==> src/sv/lsfit_ram.sv <==
// ----------------------------------------------------------------------------
// Point store RAM
// Simple dual-port RAM, one write port and one read port with registered data.
// ----------------------------------------------------------------------------
`timescale 1ns / 1ps

module lsfit_ram #(
  parameter int WIDTH = 48,
  parameter int DEPTH = 64
) (
  input  logic                                   clk,
  input  logic                                   we,
  input  logic [(DEPTH > 1 ? $clog2(DEPTH) : 1)-1:0] waddr,
  input  logic [WIDTH-1:0]                       wdata,
  input  logic [(DEPTH > 1 ? $clog2(DEPTH) : 1)-1:0] raddr,
  output logic [WIDTH-1:0]                       rdata
);

  logic [WIDTH-1:0] mem [DEPTH];

  always_ff @(posedge clk) begin
    if (we) begin
      mem[waddr] <= wdata;
    end
    rdata <= mem[raddr];
  end

endmodule

==> config.mk <==
export PLATFORM = sky130hd
export DESIGN_NAME = lsfit_ram
export DESIGN_NICKNAME = d
export VERILOG_FILES = /design/src/sv/lsfit_ram.sv
export SDC_FILE = /design/constraint.sdc
export NUM_CORES = 2
export LEC_CHECK = 0
export ABC_AREA = 1
export BUFFER_PORTS_ARGS = -buffer_cell sky130_fd_sc_hd__buf_2
export CELL_PAD_IN_SITES_DETAIL_PLACEMENT = 0
export CELL_PAD_IN_SITES_GLOBAL_PLACEMENT = 1
export CORE_MARGIN = 3
export CORE_UTILIZATION = 25
export DETAILED_ROUTE_END_ITERATION = 8
export PLACE_DENSITY_LB_ADDON = 0.08
export SLEW_MARGIN = 10
export SYNTH_ARGS = -nofsm -noshare
export SYNTH_HDL_FRONTEND = slang
export SYNTH_SLANG_ARGS = --single-unit
==> constraint.sdc <==
create_clock -name clk -period 8.2 [get_ports clk]
set_clock_uncertainty 0.1 [all_clocks]
set_input_delay 0.82 -clock clk [delete_from_list [all_inputs] [get_ports clk]]
set_output_delay 0.82 -clock clk [all_outputs]
set_load 0.1 [all_outputs]
==> run summary <==
largest net degree at the start of global routing = 164
Seq/Total Area, Yosys = 74.97%
multi-input logic area = 27740 um^2
clk slew on worst S/H paths = 0.06 ns
Final period util = 43.85%
CTS tree = yes
syn_nets = 10170
clock buffer depth = 4
Num CTS Buffers = 377
Distinct cells, synth = 18
HP Class = input pin to flop
minimum clock period = 3.596 ns
DRT antenna net count = 0
Worst EP arrival = 4.38 ns
Initial Util = 25.14%
Max Freq = 278.1 MHz
hold depth = 1
mapped cell area = 124300 um^2
routability congestion estimate from global placement = 0.7302
Non-Filler Instances = 17140
post-CTS setup buffers = 0
hold buffers post-CTS = 0
DRT Pass-1 Iters = 6
maximum vdd drop = 0.0001801 V
initial drt markers = 7117
fillers = 50490
dpl cells = 16410
clock sinks = 3120
dpl hpwl = 261100 um
core area = 494500 um^2
Slew Limit Fails = 0
H-Tree Depth = 5
Area Overhead vs Synth = 15.81%
Fin. Hold Viols = 0
count of state elements after synthesis = 3120
Final #Nets = 10220
FP Rows = 258
met3 usage = 2.028%
DR vias/cell = 4.757
GR Util met1 = 27.97%
RSZ-0062 raised after global routing = false
total grt overflow = 0
worst path required time = 8.99 ns
GR Util All Layers = 20.00%
most common cell after layout, fill and taps aside = nand2_1
Leak = 0.04927 uW
Routed WL per cell = 30.42 um
YS warnings = 0
synthesized area per cell = 12.30 um^2
clock latency on the worst-skew pair = 0.97 ns
Detailed Route WL = 521200 um
layout cells sized above 1 = 8.633%
worst slew pin tran = 1.238 ns
full die area = 505800 um^2
met2 GRT Util = 33.56%
CP Capture Type = flop
Final Setup Violations = 0
maxcap violations = 0
pwr dens = 251.0 nW/um^2
I/O pins = 110
first-pass GRT wire length = 709000 um
Worst Path Class, Setup = input pin to flop
post-cts sizing count = 0
Worst slew margin = 17.21%
final core utilization = 29.12%
initial antenna violation count = 77
vias in the first global route = 80270
grt peak-use layer = met2
Die X-Extent = 711.2 um
routed vias = 81510
total area of sequential cells = 93210 um^2
die height = 711.2 um
# port buffers = 109
most frequent cells in the layout = 3372 x nand2_1, 3072 x edfxtp_1, 2857 x nand3_1, 386 x clkbuf_16, 197 x buf_4
cells after synthesis = 10110
critical path peak fanout = 129
Remaining DRCs = 0
result of the run = finished clean
R2R depth = 8
root buf cell = clkbuf_16
Setup TNS Final = 0 ns
CP Launch Type = input pin
area by class of cell:
cell class / instances / share of cell area (%)
Sequential cell: 3120 / 64.73
Timing Repair Buffer: 343 / 2.042
Tap cell: 6630 / 5.761
Clock buffer: 520 / 7.162
Inverter: 12 / 0.06865
Antenna cell: 35 / 0.06083
Clock inverter: 174 / 0.9029
Multi-Input combinational cell: 6302 / 19.27
flip-flops by register name, indices dropped and copies added, names as in the netlist:
name	flops
mem	3072
rdata	48
synthesized netlist by cell type:
master / n / area (um^2)
buf_1: 59 / 221.5
inv_1: 8 / 30.03
clkinv_1: 2 / 7.510
inv_2: 1 / 3.750
nand4_1: 9 / 56.30
buf_8: 6 / 90.09
inv_4: 1 / 6.260
dfxtp_1: 48 / 960.9
buf_4: 58 / 435.4
nand2_1: 3372 / 12660
edfxtp_1: 3072 / 92250
nand3_1: 2857 / 14300
clkbuf_1: 115 / 431.7
nor4_1: 8 / 50.05
buf_12: 1 / 20.02
nor2_1: 56 / 210.2
buf_6: 68 / 765.7
buf_2: 367 / 1837
power breakdown:
group          total, uW  leakage, uW  internal (uW)  switching (uW)
clock network      16100      0.00568           9210            6870
registers          17800       0.0280          17700            94.8
logic               2310       0.0156            464            1850
total              36100       0.0493          27300            8810
stage by stage:
step | total power (uW) | worst slack (ns) | instance area (um^2) | hold WS, ns
floorplan | 19360 | 1.574 | 124300 | 0.6214
global placement | 20470 | 3.657 | 132300 | 0.6648
detailed placement | 20460 | 3.682 | 132300 | 0.6755
CTS | 36680 | 4.744 | 143900 | 0.2368
global route | 37420 | 4.467 | 143900 | 0.3083
finish | 36150 | 4.604 | 144000 | 0.3284
final timing paths:
path                                            start              endpoint  slack, ns
worst max-delay path                         raddr[0]     rdata[12]$_DFF_P_       4.60
worst min-delay path                        wdata[38]  mem[8][38]$_DFFE_PP_       0.33
worst max register to register  mem[49][16]$_DFFE_PP_     rdata[16]$_DFF_P_       6.30
worst min register to register  mem[14][16]$_DFFE_PP_     rdata[16]$_DFF_P_       0.66
kinds of logic (layout without fill, tap and decap cells):
group                  count (synthesis)  after routing  synth area share [%]
other                                  0             35                     0
DFF                                 3120           3120                 74.97
buffers and inverters                686           1049                 3.096
and+or+nand+nor                     6302           6302                 21.94
worst max-delay path, cell delays in order:
cell	delay, ns
buf_12	0.23
buf_12	0.45
buf_4	0.69
buf_4	0.64
nand2_1	0.10
nand3_1	0.12
nand3_1	0.10
nand2_1	0.10
nand2_1	0.05
nand3_1	0.13
nand3_1	0.29
nand2_1	0.14
routing by layer:
layer / up-vias / wire (um)
met5: - / 34
li1: 36280 / -
met3: 641 / 19720
met2: 1860 / 249600
met4: 6 / 11500
met1: 42730 / 240400
Power figures use the tool's default switching activity.
